$ cat src/rtl/assert_macros.svh
// Assertion macros for the parser RTL.
`ifndef ASSERT_MACROS_SVH
`define ASSERT_MACROS_SVH

// Check on every rising edge of clk outside reset.
`define T2I_ASSERT(lbl, prop, msg) \
  lbl: assert property (@(posedge clk) disable iff (rst) prop) else $error(msg);

// Check on every rising edge of clk, reset cycles included.
`define T2I_ASSERT_ALWAYS(lbl, prop, msg) \
  lbl: assert property (@(posedge clk) prop) else $error(msg);

`endif

$ cat src/rtl/t2i_pkg.sv
// Types, constants and helpers of the text-to-integer parser.
package t2i_pkg;

  localparam int VALUE_BITS_DEF = 32;
  localparam int MAX_CHARS_DEF  = 255;

  localparam int BASE_W  = 6;
  localparam int CHAR_W  = 8;
  localparam int CFG_IDX_W  = 4;
  localparam int CFG_DATA_W = 8;
  localparam int OUT_VALUE_W = 32;
  localparam int OUT_POS_W   = 8;

  // Configuration register indexes
  localparam logic [CFG_IDX_W-1:0] REG_BASE_SELECT = 4'd0;
  localparam logic [CFG_IDX_W-1:0] REG_SIGNED_MODE = 4'd1;

  localparam logic [BASE_W-1:0] BASE_AUTO = 6'd0;
  localparam logic [BASE_W-1:0] BASE_OCT  = 6'd8;
  localparam logic [BASE_W-1:0] BASE_DEC  = 6'd10;
  localparam logic [BASE_W-1:0] BASE_HEX  = 6'd16;

  localparam logic [CHAR_W-1:0] CH_NUL   = 8'h00;
  localparam logic [CHAR_W-1:0] CH_TAB   = 8'h09;
  localparam logic [CHAR_W-1:0] CH_CR    = 8'h0d;
  localparam logic [CHAR_W-1:0] CH_SPACE = 8'h20;
  localparam logic [CHAR_W-1:0] CH_PLUS  = 8'h2b;
  localparam logic [CHAR_W-1:0] CH_MINUS = 8'h2d;
  localparam logic [CHAR_W-1:0] CH_0     = 8'h30;
  localparam logic [CHAR_W-1:0] CH_9     = 8'h39;
  localparam logic [CHAR_W-1:0] CH_UC_A  = 8'h41;
  localparam logic [CHAR_W-1:0] CH_UC_X  = 8'h58;
  localparam logic [CHAR_W-1:0] CH_LC_A  = 8'h61;
  localparam logic [CHAR_W-1:0] CH_LC_X  = 8'h78;
  localparam logic [CHAR_W-1:0] DIGIT_NONE = 8'hff;

  typedef enum logic [2:0] {
    PH_LEAD,
    PH_AFTER_PLUS,
    PH_ZERO,
    PH_HEX_FIRST,
    PH_DIGITS,
    PH_DONE
  } t2i_phase_t;

  function automatic logic is_space(input logic [CHAR_W-1:0] c);
    return (c == CH_SPACE) || (c >= CH_TAB && c <= CH_CR);
  endfunction

  // Letters map upward from ten with no upper bound; the base check rejects them.
  function automatic logic [CHAR_W-1:0] digit_of(input logic [CHAR_W-1:0] c);
    logic [CHAR_W-1:0] d;
    if (c >= CH_LC_A) begin
      d = c - CH_LC_A + 8'd10;
    end else if (c >= CH_UC_A) begin
      d = c - CH_UC_A + 8'd10;
    end else if (c >= CH_0 && c <= CH_9) begin
      d = c - CH_0;
    end else begin
      d = DIGIT_NONE;
    end
    return d;
  endfunction

endpackage

$ cat src/rtl/text_to_integer_parser_core.sv
// Streaming strtol/strtoul parser: one character per beat, one result per string.
// The result of a string is registered: valid in the cycle after its zero byte is accepted.
// Throughput: one character per cycle while in_stall is low; the accumulator multiply-add sets the cycle.
// A result waiting in the output register stalls input only while out_stall is high.
// Reset (rst, synchronous): parse state cleared, base_select 0, signed_mode 1.
// Parse state also returns to its reset value after each zero byte.
`include "assert_macros.svh"

module text_to_integer_parser_core
  import t2i_pkg::*;
#(
  parameter int VALUE_BITS = VALUE_BITS_DEF,
  parameter int MAX_CHARS  = MAX_CHARS_DEF
) (
  input  logic                   clk,
  input  logic                   rst,
  input  logic                   cfg_valid,
  output logic                   cfg_ready,
  input  logic [CFG_IDX_W-1:0]   cfg_index,
  input  logic [CFG_DATA_W-1:0]  cfg_data,
  input  logic                   in_valid,
  output logic                   in_stall,
  input  logic [CHAR_W-1:0]      character,
  output logic                   out_valid,
  input  logic                   out_stall,
  output logic [OUT_VALUE_W-1:0] value,
  output logic                   overflowed,
  output logic [OUT_POS_W-1:0]   end_position
);

  localparam int IW = $clog2(MAX_CHARS + 1);
  localparam int VB = VALUE_BITS;
  localparam logic [IW-1:0] MAX_IDX = IW'(MAX_CHARS);
  localparam logic [VB-1:0] LIM_POS = {1'b0, {(VB-1){1'b1}}};
  localparam logic [VB-1:0] LIM_NEG = {1'b1, {(VB-1){1'b0}}};

  logic [BASE_W-1:0] base_select;
  logic              signed_mode;

  t2i_phase_t        phase, phase_next;
  logic [VB-1:0]     acc, acc_next;
  logic              negative_seen, negative_seen_next;
  logic              wrap_seen, wrap_seen_next;
  logic [BASE_W-1:0] active_base, active_base_next;
  logic [IW-1:0]     char_index, char_index_next;
  logic [IW-1:0]     stop_index, stop_index_next;

  logic              in_accept;
  logic              is_end;
  logic [IW-1:0]     idx_after;
  logic [CHAR_W-1:0] digit;
  logic              starting;
  logic              zero_prefix;
  logic [BASE_W-1:0] start_base;
  logic [BASE_W-1:0] step_base;
  logic              digit_ok;
  logic [VB+5:0]     prod;
  logic [VB+6:0]     sum;
  logic              step_wraps;

  logic [VB-1:0]     res_mag;
  logic [VB-1:0]     res_val;
  logic              res_ovf;
  logic [VB+OUT_VALUE_W-1:0] res_wide;
  logic [IW+OUT_POS_W-1:0]   pos_wide;

  assign cfg_ready = 1'b1;
  assign in_stall  = out_valid & out_stall;
  assign in_accept = in_valid & ~in_stall;
  assign is_end    = (character == CH_NUL);

  assign idx_after = (char_index == MAX_IDX) ? MAX_IDX : char_index + 1'b1;
  assign digit     = digit_of(character);

  // A number starts after a plus, or in the lead phase on a byte that is not space or a taken sign.
  assign starting = (phase == PH_AFTER_PLUS) ||
                    ((phase == PH_LEAD) && !is_space(character) &&
                     !((character == CH_MINUS) && signed_mode && !negative_seen) &&
                     (character != CH_PLUS));
  assign zero_prefix = ((base_select == BASE_AUTO) || (base_select == BASE_HEX)) &&
                       (character == CH_0);
  assign start_base  = (base_select == BASE_AUTO) ? BASE_DEC : base_select;
  assign step_base   = starting ? start_base : active_base;
  assign digit_ok    = digit < CHAR_W'(step_base);

  // acc * base + d exceeds the value range exactly when the upper bits are set
  assign prod       = (VB+6)'(acc) * (VB+6)'(step_base);
  assign sum        = (VB+7)'(prod) + (VB+7)'(digit);
  assign step_wraps = |sum[VB+6:VB];

  always_comb begin
    phase_next         = phase;
    acc_next           = acc;
    negative_seen_next = negative_seen;
    wrap_seen_next     = wrap_seen;
    active_base_next   = active_base;
    stop_index_next    = stop_index;
    char_index_next    = idx_after;

    if (starting) begin
      active_base_next = zero_prefix
                         ? ((base_select == BASE_AUTO) ? BASE_OCT : BASE_HEX)
                         : start_base;
    end

    unique case (phase)
      PH_LEAD: begin
        if (is_space(character)) begin
          // skip
        end else if ((character == CH_MINUS) && signed_mode && !negative_seen) begin
          negative_seen_next = 1'b1;
        end else if (character == CH_PLUS) begin
          phase_next = PH_AFTER_PLUS;
        end
      end
      PH_ZERO: begin
        if ((character == CH_LC_X) || (character == CH_UC_X)) begin
          active_base_next = BASE_HEX;
          phase_next       = PH_HEX_FIRST;
        end
      end
      default: begin
      end
    endcase

    // Shared digit step: number start, after the zero, the first hex digit and the digit run
    if ((starting && !zero_prefix) ||
        ((phase == PH_ZERO) && (character != CH_LC_X) && (character != CH_UC_X)) ||
        (phase == PH_HEX_FIRST) || (phase == PH_DIGITS)) begin
      if (digit_ok) begin
        if (!wrap_seen) begin
          if (step_wraps) begin
            wrap_seen_next = 1'b1;
          end else begin
            acc_next = sum[VB-1:0];
          end
        end
        stop_index_next = idx_after;
        phase_next      = PH_DIGITS;
      end else begin
        phase_next = PH_DONE;
      end
    end else if (starting && zero_prefix) begin
      acc_next        = '0;
      stop_index_next = idx_after;
      phase_next      = PH_ZERO;
    end
  end

  // Saturate and sign the accumulated magnitude at the end of the string
  always_comb begin
    res_mag = acc;
    res_ovf = 1'b0;
    if (signed_mode) begin
      if (negative_seen) begin
        if (wrap_seen || (acc > LIM_NEG)) begin
          res_mag = LIM_NEG;
          res_ovf = 1'b1;
        end
        res_val = -res_mag;
      end else begin
        if (wrap_seen || (acc > LIM_POS)) begin
          res_mag = LIM_POS;
          res_ovf = 1'b1;
        end
        res_val = res_mag;
      end
    end else if (wrap_seen) begin
      res_val = '1;
      res_ovf = 1'b1;
    end else begin
      res_val = acc;
    end
  end

  assign res_wide = {{OUT_VALUE_W{1'b0}}, res_val};
  assign pos_wide = {{OUT_POS_W{1'b0}}, stop_index};

  always_ff @(posedge clk) begin
    if (rst) begin
      base_select <= BASE_AUTO;
      signed_mode <= 1'b1;
    end else if (cfg_valid && cfg_ready) begin
      unique case (cfg_index)
        REG_BASE_SELECT: base_select <= cfg_data[BASE_W-1:0];
        REG_SIGNED_MODE: signed_mode <= cfg_data[0];
        default: begin
        end
      endcase
    end
  end

  always_ff @(posedge clk) begin
    if (rst) begin
      phase         <= PH_LEAD;
      acc           <= '0;
      negative_seen <= 1'b0;
      wrap_seen     <= 1'b0;
      active_base   <= '0;
      char_index    <= '0;
      stop_index    <= '0;
    end else if (in_accept) begin
      if (is_end) begin
        phase         <= PH_LEAD;
        acc           <= '0;
        negative_seen <= 1'b0;
        wrap_seen     <= 1'b0;
        active_base   <= '0;
        char_index    <= '0;
        stop_index    <= '0;
      end else begin
        phase         <= phase_next;
        acc           <= acc_next;
        negative_seen <= negative_seen_next;
        wrap_seen     <= wrap_seen_next;
        active_base   <= active_base_next;
        char_index    <= char_index_next;
        stop_index    <= stop_index_next;
      end
    end
  end

  // Result register: load on the zero byte, drop once taken
  always_ff @(posedge clk) begin
    if (rst) begin
      out_valid <= 1'b0;
    end else if (in_accept && is_end) begin
      out_valid <= 1'b1;
    end else if (!out_stall) begin
      out_valid <= 1'b0;
    end
  end

  always_ff @(posedge clk) begin
    if (in_accept && is_end) begin
      value        <= res_wide[OUT_VALUE_W-1:0];
      overflowed   <= res_ovf;
      end_position <= pos_wide[OUT_POS_W-1:0];
    end
  end

  `T2I_ASSERT(a_end_gives_result, in_accept && is_end |=> out_valid, "zero byte gave no result")
  `T2I_ASSERT(a_no_spurious_result, in_accept && !is_end && !in_stall && !(out_valid && out_stall) |=> !out_valid, "result without zero byte")
  `T2I_ASSERT(a_lead_is_clear, phase == PH_LEAD |-> acc == '0 && !wrap_seen && stop_index == '0, "lead phase holds stale parse state")
  `T2I_ASSERT(a_digits_have_stop, phase == PH_DIGITS |-> stop_index != '0, "digit run without stop position")
  `T2I_ASSERT_ALWAYS(a_reset_clears_out, rst |=> !out_valid, "result valid after reset")

endmodule
$ cat config.mk
export PLATFORM = sky130hd
export DESIGN_NAME = text_to_integer_parser_core
export DESIGN_NICKNAME = d
export VERILOG_FILES = /design/src/rtl/t2i_pkg.sv /design/src/rtl/text_to_integer_parser_core.sv
export VERILOG_INCLUDE_DIRS = /design/src /design/src/rtl
export SDC_FILE = /design/constraint.sdc
export NUM_CORES = 1
export LEC_CHECK = 0
export BUFFER_PORTS_ARGS = -buffer_cell sky130_fd_sc_hd__clkbuf_2
export CAP_MARGIN = 30
export CORE_ASPECT_RATIO = 1.5
export CORE_MARGIN = 1
export CORE_UTILIZATION = 31
export DETAILED_ROUTE_END_ITERATION = 12
export GPL_TIMING_DRIVEN = 0
export MAX_ROUTING_LAYER = met4
export REMOVE_ABC_BUFFERS = 1
export SYNTH_ARGS = -nofsm -noshare
export SYNTH_HDL_FRONTEND = slang
export SYNTH_SLANG_ARGS = --single-unit
$ cat constraint.sdc
create_clock -name clk -period 8.61 [get_ports clk]
set_input_delay 1.2915 -clock clk [delete_from_list [all_inputs] [get_ports clk]]
set_output_delay 1.2915 -clock clk [all_outputs]
set_load 0.02 [all_outputs]
==> results.yml <==
worst_setup_path:
  r2r-end: "acc[11]$_SDFFE_PP0P_"
  crit_path_end_kind: "register"
  crit_path_top_delay_cell: "fa_1"
  crit_arrival_ns: 8.80
  critPathMostFrequentCell: "buf_4"
  path_class: "input pin to register"
  r2r-start: "negative_seen$_SDFFE_PP0P_"
  reg2reg_slack_ns: 0.72
  worst_setup_path_start_kind: "input pin"
  worstRegToRegCells: 26
  max_stage_delay_ns: 0.53
  required_ns: 8.94
  crit_fanout: 8
detailed_routing:
  wl_met3_um: 1420
  dr.pass1.iters: 5
  drt_iter0_markers: 786
  vias_per_cell: 5.46
  ant_nets: 0
  wirelength_um: 36800
  vias: 10700
  maxUsedRoutingLayer: "met4"
  drc: 0
  wire_per_inst_um: 18.8
  wl_met1_um: 13500
  wl_met2_um: 20000
timing:
  final.setup_skew_ns: 0.0179
  hold-worst-slack_ns: 0.447
  fmax_mhz: 118
  slew_viol_final: 0
  hold_violations: 0
  fin_crit_sh_pct: 98.3
  period_needed_ns: 8.47
  setup_viol: 0
  setup_slack_ns: 0.143
  final.setup.tns_ns: 0
  slew_headroom_pct: 27.4
  tightest_slew_ns: 1.09
cts:
  clk_pin_slew_worst_paths_ns: 0.09
  clk_latency_ns: 0.39
  numCtsBuffers: 9
  cts-root-buf: "clkbuf_16"
  clockBufferDepth: 2
  htree_levels: 3
  tritoncts: "done"
  cts_sinks: 108
yosys:
  synth_area_leaders: "fa_1 20%, dfxtp_1 11%, ha_1 9.8%"
  syn_avg_cell_area_sq_um: 8.90
  synth_edf_count: 41
  ys_seq_area_share_pct: 20.4
  syn_area_sq_um: 12600
  ys_seq_elements: 108
  synth.top_cells.by_count: "126 x fa_1, 125 x nor2b_1, 119 x nor2_1"
  synth_top_area_share_pct: 20.0
  synth_cells: 1418
  async_reset_ff_share_pct: 0
  synth.most_common_cell: "fa_1"
  yosys_most_used_dff: "dfxtp_1"
  ys.warnings.count: 0
  ys_types: 80
  synth.largest_area_cell: "fa_1"
final_layout:
  finalNetCount: 1695
  fillers: 4023
  final_cell_area_sq_um: 14300
  syn2layout_area_growth_pct: 13.4
  drive_gt1_share_pct: 13.0
  antenna_cells: 0
global_routing:
  gr-total-overflow: 0
  grt.total_usage_pct: 18.0
  grt_pass1_vias: 10800
  grt_first_pass_wirelength_um: 57700
  antenna_found_initial: 0
  grt_max_degree: 31
pwr:
  p_int_uw: 854
  seq_power_share_pct: 43.4
  netSwitchingPower_uw: 417
  total_power_mw: 1.27
  irDropWorstVdd_mv: 0.0892
  powerDensity_nw_per_um2: 88.8
  p_leak_nw: 6.62
  clkPwrFrac_pct: 36.1
  p_comb_share_pct: 20.5
  p_sw_share_pct: 32.8
placed_design:
  dp.final_hpwl_um: 27200
  io_buffers: 65
  routabilityCongestion: 0.885
  placedInstanceArea_sq_um: 13400
  pre_cts_ws_ns: -1.85
floorplan:
  die_area_sq_um: 41500
  start_util_pct: 31.4
  fp.dieH_um: 249
  pin_count: 69
  die_w_um: 167
  core_area_sq_um: 40200
  placementRows: 90
run:
  cap_viol_max_count: 0
hold_path:
  hold_start: "stop_index[3]$_SDFFE_PP0P_"
  hold_depth: 0
  hold_path_end: "end_position[3]$_DFFE_PP_"
  hold_class: "register to register"
status:
  outcome: "finished, final reports clean"
worst max-delay path: cells and delay by family:
family / cells / cell delay (ns)
AOI/OAI and AO/OA: 9 / 2.33
xor gates and xnor gates: 1 / 0.16
buffers and inverters: 8 / 1.33
adders and majority gates: 6 / 2.45
and+or+nand+nor: 7 / 1.22
worst max-delay path by stage:
stage	start	endpoint	slack, ns	depth (start not counted)
final	character[0]	acc[11]$_SDFFE_PP0P_	0.14	31
after floorplan	character[1]	acc[31]$_SDFFE_PP0P_	-0.81	26
after detailed placement	character[0]	acc[14]$_SDFFE_PP0P_	-1.85	28
after global placement	character[5]	acc[9]$_SDFFE_PP0P_	-4.71	24
after CTS	character[1]	acc[10]$_SDFFE_PP0P_	0.02	31
after global routing	character[1]	acc[9]$_SDFFE_PP0P_	-0.05	32
final cells by class:
class	instances	area (sq um)	share of cell area, %
timing repair buffer	115	966	6.75
tap	506	633	4.42
clock buffer	9	225	1.57
sequential	108	2570	18.0
clock inverter	7	91.3	0.638
multi-input combinational	1135	9540	66.7
inverter	76	285	1.99
flip-flops by register name, indices dropped and copies added (netlist names):
register,flops
negative_seen,1
base_select,6
out_valid,1
phase,3
value,32
active_base,6
wrap_seen,1
overflowed,1
end_position,8
signed_mode,1
acc,32
stop_index,8
char_index,8
metal layers:
metal  up-vias  global-route usage (%)
met2       319                    33.7
met4         0                    7.51
met5         -                       -
li1       4966                       -
met3        88                    1.80
met1      5300                    19.1
cells by family after synthesis:
kind of cell	Yosys count	share of synthesized area [%]
AO/OA/AOI/OAI	351	19.0
XOR/XNOR	38	2.64
adder cells (fa/ha/maj)	225	29.8
buffers and inverters	177	5.94
flip-flops	108	20.4
multiplexers	11	0.872
other	1	0.0297
AND/OR/NAND/NOR	507	21.3
power by group through the flow:
| stage | Combinational (mW) | Clock (mW) | Sequential (mW) |
|---|---|---|---|
| final | 0.260 | 0.459 | 0.552 |
| after global routing | 0.285 | 0.480 | 0.553 |
| after CTS | 0.233 | 0.464 | 0.551 |
| after detailed placement | 0.217 | 0 | 0.563 |
| after global placement | 0.203 | 0 | 0.562 |
| after floorplan | 0.146 | 0 | 0.558 |
through the flow:
step           util, %  instances
6_report          35.6       1956
5_1_grt           35.6       1956
4_1_cts           34.7       1928
3_5_place_dp      33.4       1898
3_3_place_gp      32.6       1888
2_1_floorplan        -       1317
cell usage in the layout (no fill, tap or decap), types with 5 or more instances in the layout:
cell type	netlist	final
a211oi_1	9	8
a21boi_0	5	5
a21o_1	19	19
a21oi_1	101	99
a22o_1	34	34
a22oi_1	6	6
a31oi_1	11	11
and2_1	63	62
and3_1	11	10
buf_12	0	7
buf_4	6	31
clkbuf_16	0	13
clkbuf_2	0	63
dfxtp_1	67	67
edfxtp_1	41	41
fa_1	126	126
ha_1	99	96
inv_1	76	75
mux2i_1	11	9
nand2_1	85	83
nand2b_1	18	18
nand3_1	17	17
nand4_1	12	12
nor2_1	119	116
nor2b_1	125	124
nor3_1	17	17
o211ai_1	6	6
o21a_1	11	11
o21ai_0	63	62
o21bai_1	5	5
o22a_1	17	17
o31ai_1	7	7
or3_1	12	11
xnor2_1	23	22
xor2_1	15	14
repair_timing:
item,in CTS,in global routing
hold buffers,0,0
cloned,1,6
resized for setup,12,24
setup buffers,13,22
pin swaps,7,13
endpoints found under the setup margin,33,32
(Power assumes the default switching activity.)
